--- src/rtl/i2cee_pkg.sv ---
// Package: word types, op codes, register indexes and the transaction sequence table.
package i2cee_pkg;

    // Op codes of an input word
    localparam logic [1:0] OP_TICK  = 2'd0;
    localparam logic [1:0] OP_READ  = 2'd1;
    localparam logic [1:0] OP_WRITE = 2'd2;

    // Configuration register indexes
    localparam logic [1:0] REG_READ_RECOV  = 2'd0;
    localparam logic [1:0] REG_WRITE_RECOV = 2'd1;

    // Reset values of the configuration registers
    localparam logic [15:0] READ_RECOV_RESET  = 16'd100;
    localparam logic [15:0] WRITE_RECOV_RESET = 16'd5000;

    // Device address bytes and the ack poll limit
    localparam logic [7:0] DEV_ADDR_W   = 8'hA0;
    localparam logic [7:0] DEV_ADDR_R   = 8'hA1;
    localparam logic [7:0] ACK_POLL_MAX = 8'd255;

    // Phase kinds, one-hot
    typedef enum logic [9:0] {
        K_NONE  = 10'b00_0000_0001,
        K_START = 10'b00_0000_0010,
        K_DEV_W = 10'b00_0000_0100,
        K_DEV_R = 10'b00_0000_1000,
        K_ADDR  = 10'b00_0001_0000,
        K_DATA  = 10'b00_0010_0000,
        K_ACK   = 10'b00_0100_0000,
        K_READ  = 10'b00_1000_0000,
        K_STOP  = 10'b01_0000_0000,
        K_RECOV = 10'b10_0000_0000
    } t_kind;

    typedef struct packed {
        logic [1:0] op;
        logic [7:0] mem_address;
        logic [7:0] write_data;
        logic       sda_in;
    } t_in_word;

    typedef struct packed {
        logic       scl_out;
        logic       sda_out;
        logic       busy_res;
        logic       done_res;
        logic [7:0] read_data;
        logic       rejected;
    } t_out_word;

    // Kind of the phase at a sequence position
    function automatic t_kind kind_at(input logic is_wr, input logic [3:0] pos);
        t_kind k;
        k = K_NONE;
        if (is_wr) begin
            unique case (pos)
                4'd0:    k = K_START;
                4'd1:    k = K_DEV_W;
                4'd2:    k = K_ACK;
                4'd3:    k = K_ADDR;
                4'd4:    k = K_ACK;
                4'd5:    k = K_DATA;
                4'd6:    k = K_ACK;
                4'd7:    k = K_STOP;
                4'd8:    k = K_RECOV;
                default: k = K_NONE;
            endcase
        end else begin
            unique case (pos)
                4'd0:    k = K_START;
                4'd1:    k = K_DEV_W;
                4'd2:    k = K_ACK;
                4'd3:    k = K_ADDR;
                4'd4:    k = K_ACK;
                4'd5:    k = K_START;
                4'd6:    k = K_DEV_R;
                4'd7:    k = K_ACK;
                4'd8:    k = K_READ;
                4'd9:    k = K_STOP;
                4'd10:   k = K_RECOV;
                default: k = K_NONE;
            endcase
        end
        return k;
    endfunction

endpackage

--- src/rtl/i2cee_core.sv ---
// Bus sequencer: transaction state, one update per accepted input word.
module i2cee_core (
    input  logic                 i_clk,
    input  logic                 i_rst_n,
    input  logic                 i_step,
    input  i2cee_pkg::t_in_word  i_word,
    input  logic [15:0]          i_read_recov,
    input  logic [15:0]          i_write_recov,
    output i2cee_pkg::t_out_word o_result
);

    logic [3:0]  r_phase,     n_phase;
    logic [2:0]  r_sub,       n_sub;
    logic [3:0]  r_bits,      n_bits;
    logic [7:0]  r_shift,     n_shift;
    logic [7:0]  r_ack_cnt,   n_ack_cnt;
    logic [15:0] r_recov,     n_recov;
    logic [7:0]  r_addr,      n_addr;
    logic [7:0]  r_data,      n_data;
    logic        r_is_write,  n_is_write;
    logic        r_scl,       n_scl;
    logic        r_sda,       n_sda;
    logic [7:0]  r_last_read, n_last_read;

    i2cee_pkg::t_kind cur_kind;
    i2cee_pkg::t_kind nxt_kind;
    logic             enter;
    logic [3:0]       enter_pos;
    logic             done;
    logic             rej;
    logic [3:0]       bits_inc;
    logic [7:0]       shift_in;
    logic [15:0]      recov_dec;

    assign cur_kind  = i2cee_pkg::kind_at(r_is_write, r_phase - 4'd1);
    assign bits_inc  = r_bits + 4'd1;
    assign shift_in  = {r_shift[6:0], i_word.sda_in};
    assign recov_dec = (r_recov != 16'd0) ? r_recov - 16'd1 : r_recov;

    // Next state for one word
    always_comb begin
        n_phase     = r_phase;
        n_sub       = r_sub;
        n_bits      = r_bits;
        n_shift     = r_shift;
        n_ack_cnt   = r_ack_cnt;
        n_recov     = r_recov;
        n_addr      = r_addr;
        n_data      = r_data;
        n_is_write  = r_is_write;
        n_scl       = r_scl;
        n_sda       = r_sda;
        n_last_read = r_last_read;
        nxt_kind    = i2cee_pkg::K_NONE;
        enter       = 1'b0;
        enter_pos   = r_phase;
        done        = 1'b0;
        rej         = 1'b0;

        if (i_word.op == i2cee_pkg::OP_READ || i_word.op == i2cee_pkg::OP_WRITE) begin
            if (r_phase != 4'd0) begin
                rej = 1'b1;
            end else begin
                n_addr     = i_word.mem_address;
                n_data     = i_word.write_data;
                n_is_write = (i_word.op == i2cee_pkg::OP_WRITE);
                enter      = 1'b1;
                enter_pos  = 4'd0;
            end
        end else if (i_word.op == i2cee_pkg::OP_TICK && r_phase != 4'd0) begin
            unique case (cur_kind)
                i2cee_pkg::K_START: begin
                    unique case (r_sub)
                        3'd0:    n_sda = 1'b1;
                        3'd1:    n_scl = 1'b1;
                        3'd2:    n_sda = 1'b0;
                        default: begin
                            n_scl = 1'b0;
                            enter = 1'b1;
                        end
                    endcase
                    n_sub = r_sub + 3'd1;
                end
                i2cee_pkg::K_DEV_W, i2cee_pkg::K_DEV_R,
                i2cee_pkg::K_ADDR, i2cee_pkg::K_DATA: begin
                    unique case (r_sub)
                        3'd0: begin
                            n_scl = 1'b0;
                            n_sub = 3'd1;
                        end
                        3'd1: begin
                            n_sda   = r_shift[7];
                            n_shift = {r_shift[6:0], 1'b0};
                            n_sub   = 3'd2;
                        end
                        3'd2: begin
                            n_scl  = 1'b1;
                            n_bits = bits_inc;
                            n_sub  = (bits_inc >= 4'd8) ? 3'd3 : 3'd0;
                        end
                        3'd3: begin
                            n_scl = 1'b0;
                            n_sub = 3'd4;
                        end
                        default: begin
                            n_sda = 1'b1;
                            enter = 1'b1;
                        end
                    endcase
                end
                i2cee_pkg::K_ACK: begin
                    if (r_sub == 3'd0) begin
                        n_scl     = 1'b1;
                        n_ack_cnt = 8'd0;
                        n_sub     = 3'd1;
                    end else if (i_word.sda_in && r_ack_cnt < i2cee_pkg::ACK_POLL_MAX) begin
                        n_ack_cnt = r_ack_cnt + 8'd1;
                    end else begin
                        n_scl = 1'b0;
                        enter = 1'b1;
                    end
                end
                i2cee_pkg::K_READ: begin
                    unique case (r_sub)
                        3'd0: begin
                            n_scl = 1'b0;
                            n_sub = 3'd1;
                        end
                        3'd1: begin
                            n_sda   = 1'b1;
                            n_shift = 8'd0;
                            n_sub   = 3'd2;
                        end
                        3'd2: begin
                            n_scl = 1'b1;
                            n_sub = 3'd3;
                        end
                        default: begin
                            n_shift = shift_in;
                            n_scl   = 1'b0;
                            n_bits  = bits_inc;
                            if (bits_inc >= 4'd8) begin
                                n_last_read = shift_in;
                                enter       = 1'b1;
                            end else begin
                                n_sub = 3'd2;
                            end
                        end
                    endcase
                end
                i2cee_pkg::K_STOP: begin
                    unique case (r_sub)
                        3'd0: begin
                            n_sda = 1'b0;
                            n_sub = 3'd1;
                        end
                        3'd1: begin
                            n_scl = 1'b1;
                            n_sub = 3'd2;
                        end
                        default: begin
                            n_sda   = 1'b1;
                            n_recov = r_is_write ? i_write_recov : i_read_recov;
                            if (n_recov == 16'd0) begin
                                n_phase = 4'd0;
                                done    = 1'b1;
                            end else begin
                                enter = 1'b1;
                            end
                        end
                    endcase
                end
                i2cee_pkg::K_RECOV: begin
                    n_recov = recov_dec;
                    if (recov_dec == 16'd0) begin
                        n_phase = 4'd0;
                        done    = 1'b1;
                    end
                end
                default: n_phase = 4'd0;
            endcase
        end

        // Enter the next phase of the sequence
        if (enter) begin
            nxt_kind = i2cee_pkg::kind_at(n_is_write, enter_pos);
            if (nxt_kind == i2cee_pkg::K_NONE) begin
                n_phase = 4'd0;
            end else begin
                n_phase   = enter_pos + 4'd1;
                n_sub     = 3'd0;
                n_bits    = 4'd0;
                n_ack_cnt = 8'd0;
                unique case (nxt_kind)
                    i2cee_pkg::K_DEV_W: n_shift = i2cee_pkg::DEV_ADDR_W;
                    i2cee_pkg::K_DEV_R: n_shift = i2cee_pkg::DEV_ADDR_R;
                    i2cee_pkg::K_ADDR:  n_shift = n_addr;
                    i2cee_pkg::K_DATA:  n_shift = n_data;
                    default:            n_shift = n_shift;
                endcase
            end
        end
    end

    // State registers
    always_ff @(posedge i_clk) begin
        if (!i_rst_n) begin
            r_phase     <= 4'd0;
            r_sub       <= 3'd0;
            r_bits      <= 4'd0;
            r_shift     <= 8'd0;
            r_ack_cnt   <= 8'd0;
            r_recov     <= 16'd0;
            r_addr      <= 8'd0;
            r_data      <= 8'd0;
            r_is_write  <= 1'b0;
            r_scl       <= 1'b1;
            r_sda       <= 1'b1;
            r_last_read <= 8'd0;
        end else if (i_step) begin
            r_phase     <= n_phase;
            r_sub       <= n_sub;
            r_bits      <= n_bits;
            r_shift     <= n_shift;
            r_ack_cnt   <= n_ack_cnt;
            r_recov     <= n_recov;
            r_addr      <= n_addr;
            r_data      <= n_data;
            r_is_write  <= n_is_write;
            r_scl       <= n_scl;
            r_sda       <= n_sda;
            r_last_read <= n_last_read;
        end
    end

    // Result word for this input word
    always_comb begin
        o_result.scl_out   = n_scl;
        o_result.sda_out   = n_sda;
        o_result.busy_res  = (n_phase != 4'd0);
        o_result.done_res  = done;
        o_result.read_data = n_last_read;
        o_result.rejected  = rej;
    end

endmodule

--- src/rtl/i2c_eeprom_byte_access_master.sv ---
// Top level: I2C EEPROM byte write / random read master with word handshakes.
//
//  channel   signals                               width  role
//  in        i_in_valid / o_in_ready / i_in_word     19    request or bus tick
//  out       o_out_valid / i_out_ready / o_out_word  13    line levels and status
//  cfg       i_cfg_we / i_cfg_index / i_cfg_data     16    recovery tick counts
//
// Each input word is handled combinationally; its result word appears in the output
// register on the next cycle. Sustained rate is one word per cycle without output stall,
// set by the single output register that is refilled in the same cycle it is taken.
// Stall on the output holds the result and blocks input until it is taken.
// Reset is synchronous: bus idle, both lines released, recovery counts 100/5000.
module i2c_eeprom_byte_access_master (
    input  logic                 i_clk,
    input  logic                 i_rst_n,
    input  logic                 i_in_valid,
    output logic                 o_in_ready,
    input  i2cee_pkg::t_in_word  i_in_word,
    output logic                 o_out_valid,
    input  logic                 i_out_ready,
    output i2cee_pkg::t_out_word o_out_word,
    input  logic                 i_cfg_we,
    input  logic [1:0]           i_cfg_index,
    input  logic [15:0]          i_cfg_data
);

    logic [15:0]          r_read_recov;
    logic [15:0]          r_write_recov;
    logic                 r_out_valid;
    i2cee_pkg::t_out_word r_out_word;
    i2cee_pkg::t_out_word result;
    logic                 step;

    // Accept when the output register is empty or being emptied
    assign o_in_ready = !r_out_valid || i_out_ready;
    assign step       = i_in_valid && o_in_ready;

    i2cee_core u_core (
        .i_clk         (i_clk),
        .i_rst_n       (i_rst_n),
        .i_step        (step),
        .i_word        (i_in_word),
        .i_read_recov  (r_read_recov),
        .i_write_recov (r_write_recov),
        .o_result      (result)
    );

    // Configuration registers
    always_ff @(posedge i_clk) begin
        if (!i_rst_n) begin
            r_read_recov  <= i2cee_pkg::READ_RECOV_RESET;
            r_write_recov <= i2cee_pkg::WRITE_RECOV_RESET;
        end else if (i_cfg_we) begin
            if (i_cfg_index == i2cee_pkg::REG_READ_RECOV) begin
                r_read_recov <= i_cfg_data;
            end else if (i_cfg_index == i2cee_pkg::REG_WRITE_RECOV) begin
                r_write_recov <= i_cfg_data;
            end
        end
    end

    // Output valid
    always_ff @(posedge i_clk) begin
        if (!i_rst_n) begin
            r_out_valid <= 1'b0;
        end else if (step) begin
            r_out_valid <= 1'b1;
        end else if (i_out_ready) begin
            r_out_valid <= 1'b0;
        end
    end

    // Output payload
    always_ff @(posedge i_clk) begin
        if (step) begin
            r_out_word <= result;
        end
    end

    assign o_out_valid = r_out_valid;
    assign o_out_word  = r_out_word;

endmodule

--- config.mk ---
export PLATFORM = sky130hd
export DESIGN_NAME = i2c_eeprom_byte_access_master
export DESIGN_NICKNAME = d
export VERILOG_FILES = /design/src/rtl/i2cee_pkg.sv /design/src/rtl/i2cee_core.sv /design/src/rtl/i2c_eeprom_byte_access_master.sv
export SDC_FILE = /design/constraint.sdc
export NUM_CORES = 1
export LEC_CHECK = 0
export BUFFER_PORTS_ARGS = -buffer_cell sky130_fd_sc_hd__buf_2
export CAP_MARGIN = 40
export CORE_MARGIN = 2
export CORE_UTILIZATION = 55
export DETAILED_ROUTE_END_ITERATION = 10
export GPL_ROUTABILITY_DRIVEN = 0
export PLACE_DENSITY = 0.75
export SETUP_SLACK_MARGIN = 0.2
export SKIP_CTS_REPAIR_TIMING = 1
export SYNTH_ARGS = -nofsm -noshare
export SYNTH_HDL_FRONTEND = slang
export SYNTH_SLANG_ARGS = --single-unit
--- constraint.sdc ---
create_clock -name i_clk -period 3.9 [get_ports i_clk]
set_input_delay 0.78 -clock i_clk [delete_from_list [all_inputs] [get_ports i_clk]]
set_output_delay 0.78 -clock i_clk [all_outputs]
set_load 0.005 [all_outputs]
# == Word-level counts from Yosys, hierarchy flattened ==
# Memories as Yosys holds them, arrays and structs flattened.
# Index checks and enable logic that the tools add are counted.
# word_totals
register_bits,116
romBits,544
out_inout_bits,15
wordCells,181
n_memories,4
# mem_list
name,depth,word_bits,read_ports,rd_clocked_by_memory_dff,write_ports,line,text
(no name shown),16,9,1,0,0,i2cee_pkg.sv:70,unique case (pos)
(no name shown),16,9,1,0,0,i2cee_pkg.sv:70,
(no name shown),16,8,1,0,0,i2cee_pkg.sv:57,unique case (pos)
(no name shown),16,8,1,0,0,i2cee_pkg.sv:57,
# classes
n_addsub,6
magnitude_cmp,2
eq_ne,21
n_mux,96
n_bitwise,3
n_reduce_logical,28
# op_table
op,n
two-way mux 8 bit,21
two-way mux 4 bit,15
two-way mux 16 bit,3
logical NOT 16 bit,2
one-hot mux 16 bit (2 select lines),1
one-hot mux 8 bit (2 select lines),2
one-hot mux 8 bit (4 select lines),1
two-way mux 10 bit,3
two-way mux 1 bit,27
"equality test 10 x 3 -> 1 bit, second input constant",2
"equality test 10 x 4 -> 1 bit, second input constant",2
"equality test 10 x 5 -> 1 bit, second input constant",2
"equality test 10 x 6 -> 1 bit, second input constant",2
two-way mux 3 bit,6
nonzero test 16 bit,1
"subtractor 16 x 1 -> 16 bit, second input constant",1
one-hot mux 3 bit (5 select lines),1
one-hot mux 1 bit (2 select lines),7
one-hot mux 3 bit (4 select lines),1
one-hot mux 4 bit (3 select lines),1
"equality test 10 x 1 -> 1 bit, second input constant",1
"equality test 10 bit, second input constant",1
"equality test 10 x 2 -> 1 bit, second input constant",1
"equality test 10 x 7 -> 1 bit, second input constant",1
other kinds (34),51

# == Longest topological paths before layout ==
# An unclocked memory read counts as a cell.
# logic_depth
depth_word,13
ltp_mapped,15

# == Hierarchy ==
# A second synthesis with hierarchy kept.
# hier_totals
hier_cells,986
area_unflattened_um2,7943.9
# by_module_without_submodules
mod,n_inst,cells_per_inst,area_each_um2,seq_area_each_um2
i2cee_core,1,835,6172.2,1401.3
i2c_eeprom_byte_access_master,1,151,1771.7,1051.0

# == Worst setup path after synthesis ==
# No wires, ideal clock.
# synth_path
kind,register to register
startpoint,register u_core.r_phase[0]
endpoint,"register r_out_word, in the netlist o_out_word[10] (data pin)"
setup_time_ps,280
arrival_time_ps,3061
setup_slack_ps,559
stages_incl_launch_ff,13
n_path_buf,1
period_less_slack_ps,3341
path_cell_list,dfxtp_1 > buf_6 > inv_1 > ha_1 > xnor2_1 > nand3_1 > a221oi_4 > nor3_2 > a21oi_2 > and2_2 > nor3_1 > a2111oi_0 > nand4_1
# synth_rtl
item,line,text
"start, declared",i2cee_core.sv:12,"logic [3:0] r_phase, n_phase;"
"start signal, assigned",i2cee_core.sv:221,r_phase <= n_phase;
"end signal, assigned",i2c_eeprom_byte_access_master.sv:76,r_out_word <= result;
"end, declared",i2c_eeprom_byte_access_master.sv:30,i2cee_pkg::t_out_word r_out_word;

# == Final worst setup path ==
# layout_path
startpoint,register u_core.r_phase[1]
endpoint,register u_core.r_sub[2]
# layout_between
elab_chain_len,10
word_cells_on_any_way,33
# layout_lines
item,line,text
subtractor 4 x 1 -> 4 bit,i2cee_core.sv:35,"assign cur_kind = i2cee_pkg::kind_at(r_is_write, r_phase - 4'd1);"
memory read (16 x 9 bit) or memory read (16 x 8 bit) (tied branches),-,
two-way mux 10 bit,i2cee_pkg.sv:56,if (is_wr) begin
equality test 10 x 3 -> 1 bit (tied with other cells),i2cee_core.sv:71,unique case (cur_kind)
OR reduction 4 bit,i2cee_core.sv:71,
one-hot mux 3 bit (5 select lines),i2cee_core.sv:71,
two-way mux 3 bit,i2cee_core.sv:70,end else if (i_word.op == i2cee_pkg::OP_TICK && r_phase != 4'd0) begin
two-way mux 3 bit,i2cee_core.sv:60,if (i_word.op == i2cee_pkg::OP_READ || i_word.op == i2cee_pkg::OP_WRITE) begin
two-way mux 3 bit,i2cee_core.sv:187,if (nxt_kind == i2cee_pkg::K_NONE) begin
two-way mux 3 bit *,i2cee_core.sv:185,if (enter) begin
"end signal, assigned",i2cee_core.sv:222,r_sub <= n_sub;
"end, declared",i2cee_core.sv:13,"logic [2:0] r_sub, n_sub;"
# Every way passes the cells marked *; elsewhere a longest branch is shown, timed or not. The select of a mux whose other input is x is not followed.
# A chain may end at the register's enable or synchronous reset.

==> run metrics <==
compound-cell area share of the yosys netlist=0.225; Reg2Reg Depth=12; CP Launch Type=flop; ANT cells=0; pwr dens=roughly 400 mW/mm^2; R2R Setup Slk=between 0.4 and 0.5 ns; root buf cell=clkbuf_16; RSZ-0062 raised after global routing=no; grt total ovfl=0; syn_nets=around 970; outcome=complete, no violations; share of layout cells above drive strength 1=0.163; I/O pin count=57; Max VDD drop=0.340 mV; Worst EP arrival=3.70 ns; Worst setup EP type=flop; largest net degree at the start of global routing=50; max_slew headroom=0.473; #FFs+latches synth=116; CTS max path bufs=2; kind of critical path=flop to flop; Worst Hold Class=flop to flop; reg-to-reg endpoint=u_core.r_sub[2]; Max-Cap Viols=0; CP startpoint=u_core.r_phase[1]; Gate Count Post-Synth=between 900 and 1,000; CTS Buf Count=17; GRT Overall Usage=0.283; Final nets=between 1,000 and 1,500; P_leak=between 3 and 4 nW; syn_area_per_cell=roughly 7.8 um^2; Synth top area share=0.292; Tmin final=3.43 ns; CP max FO=9; Async S/R FF share, synth=0; top_reg_cell synth=dfxtp_1; chip height=117 um; Hold Fails Final Rpt=0; top post-synthesis cells by count=147 x nand2_1, 103 x dfxtp_1, 80 x nor2_1; # clock sinks=roughly 120; post-synthesis simple-gate area fraction=0.285; Antenna Nets Post-Route=0; via/cell ratio=6.30; clk slew on worst S/H paths=about 0.06 ns; minimum hold slack=approximately 0.46 ns; Pins Over Slew Limit=0; core area=roughly 0.013 mm^2; first-pass GRT wire length=approximately 32,000 um; initial core utilization=0.562; initial antenna violation count=0; max frequency=between 200 and 300 MHz; Post-Route WL=about 19,000 um; Ys Warns=0; vias in the first global route=approximately 6,500; setup TNS=0 ns; Synth-to-Final Area Change=14.9%; clk_skew=between 0.008 and 0.009 ns; Data required, critical path=4.17 ns; setup-violating endpoint count in the final report=0; sequential-to-total area share from yosys stat=0.347; initial drt markers=approximately 670; post-synth top area cell=dfxtp_1; area share of fa/ha/maj cells after synthesis=0.0354; worst skew pair latency=0.43 ns; drt first pass iters=8; largest family of logic cells by synthesized area=simple AND/OR/NAND/NOR gates; post-DR wirelength/cell=around 17 um; die width=roughly 120 um; number of synthesized flops with an enable pin=13; H-tree Lvls=4; Unique masters post-synth=84; CTS tree=built; Worst Setup EP=u_core.r_sub[2]; row cnt=41; drt drc=0; fin crit share=0.879; PortBufs=56; Reg-to-Reg Start=u_core.r_phase[1]; most frequent cell after synthesis=nand2_1; dpl hpwl=about 13,000 um; synthesized area=between 0.007 and 0.008 mm^2; die footprint=between 0.01 and 0.015 mm^2; multiplexer area fraction after synthesis=0.0527; vias=7,114; post-synthesis xor/xnor area fraction=0.00761; slew of the pin with the lowest slew margin=just under 0.8 ns; Synth area leaders=dfxtp_1 29%, nand2_1 7.8%, edfxtp_1 5.5%
-- critical path: stages (launching register included) --
cell,delay (ns)
dfxtp_2,0.44
inv_1,0.13
ha_1,0.21
nor3_1,0.37
nand2_1,0.16
or4_4,0.52
o32a_1,0.40
a41o_1,0.29
a21oi_4,0.15
buf_4,0.19
a31oi_1,0.05
o21ai_0,0.25
a21oi_1,0.11
-- cell usage in the layout (no fill, tap or decap), types with 11 or more instances in the layout --
cell type,netlist,layout
nand2_1,147,147
dfxtp_1,103,102
nor2_1,80,80
a21oi_1,77,77
buf_2,5,56
nand3_1,42,42
o21ai_0,28,28
mux2i_1,26,26
buf_4,2,26
nor3_1,26,25
inv_1,20,19
ha_1,20,19
clkbuf_16,0,18
a211oi_1,17,17
a31oi_1,14,14
o22ai_1,14,14
nor2b_1,13,13
nor4_1,13,13
edfxtp_1,13,13
a22oi_1,12,12
or3_1,11,11
-- worst min-delay path by stage --
stage               slack, ns                to  cells after the start             start
floorplan                0.44  u_core.r_addr[0]                      2  u_core.r_addr[0]
global placement         0.44  u_core.r_data[6]                      2  u_core.r_data[6]
detailed placement       0.45  u_core.r_data[6]                      2  u_core.r_data[6]
CTS                      0.45  u_core.r_data[6]                      2  u_core.r_data[6]
global route             0.47  u_core.r_data[6]                      2  u_core.r_data[6]
finish                   0.46  u_core.r_data[0]                      2  u_core.r_data[0]
-- cell families after synthesis --
family | after synthesis
compound gates | 237
xor+xnor | 4
simple gates | 408
flops | 116
buf+inv | 82
mux | 36
fa+ha+maj | 20
-- per-stage QoR --
stage / worst slack [ns] / utilization / total power [mW] / std cells / cell area, um^2
after floorplan: 0.559 / - / 1.59 / 903 / 7070
after global placement: 0.384 / 0.597 / 1.71 / 1096 / 7500
after detailed placement: 0.315 / 0.597 / 1.71 / 1096 / 7500
after CTS: 0.271 / 0.643 / 3.23 / 1128 / 8090
after global routing: 0.210 / 0.646 / 3.35 / 1129 / 8120
final: 0.474 / 0.646 / 3.23 / 1129 / 8120
-- report_power, final --
| part | internal [mW] | switching [mW] |
|---|---|---|
| Clock | 0.950 | 0.578 |
| Combinational | 0.157 | 0.265 |
| Sequential | 1.25 | 0.0291 |
-- final cells by class --
class	instances	area [um^2]
fill	1106	4440
multi-input combinational	705	4320
sequential	116	2450
clock buffer	22	485
timing repair buffer	82	475
tap	172	215
clock inverter	10	96.3
inverter	22	82.6
-- state kept, by name, indices dropped and copies added, names as in the netlist --
name and count:
u_core.r_sub 3, r_read_recov 16, u_core.r_bits 4, u_core.r_is_write 1, u_core.r_recov 16, o_out_valid 1
o_out_word 13, u_core.r_ack_cnt 8, u_core.r_data 8, u_core.r_scl 1, u_core.r_phase 4, u_core.r_last_read 8
u_core.r_sda 1, r_write_recov 16, u_core.r_addr 8, u_core.r_shift 8
-- per-layer routing --
metal,wire (um),vias to the layer above,global-route usage,share of wire
met3,1650,54,0.0671,0.085
met5,0,-,0,0
met4,505,0,0.108,0.026
met1,8500,3295,0.392,0.44
li1,-,3413,-,-
met2,8690,352,0.428,0.45
Note: power is estimated with default switching activity, not from simulation.
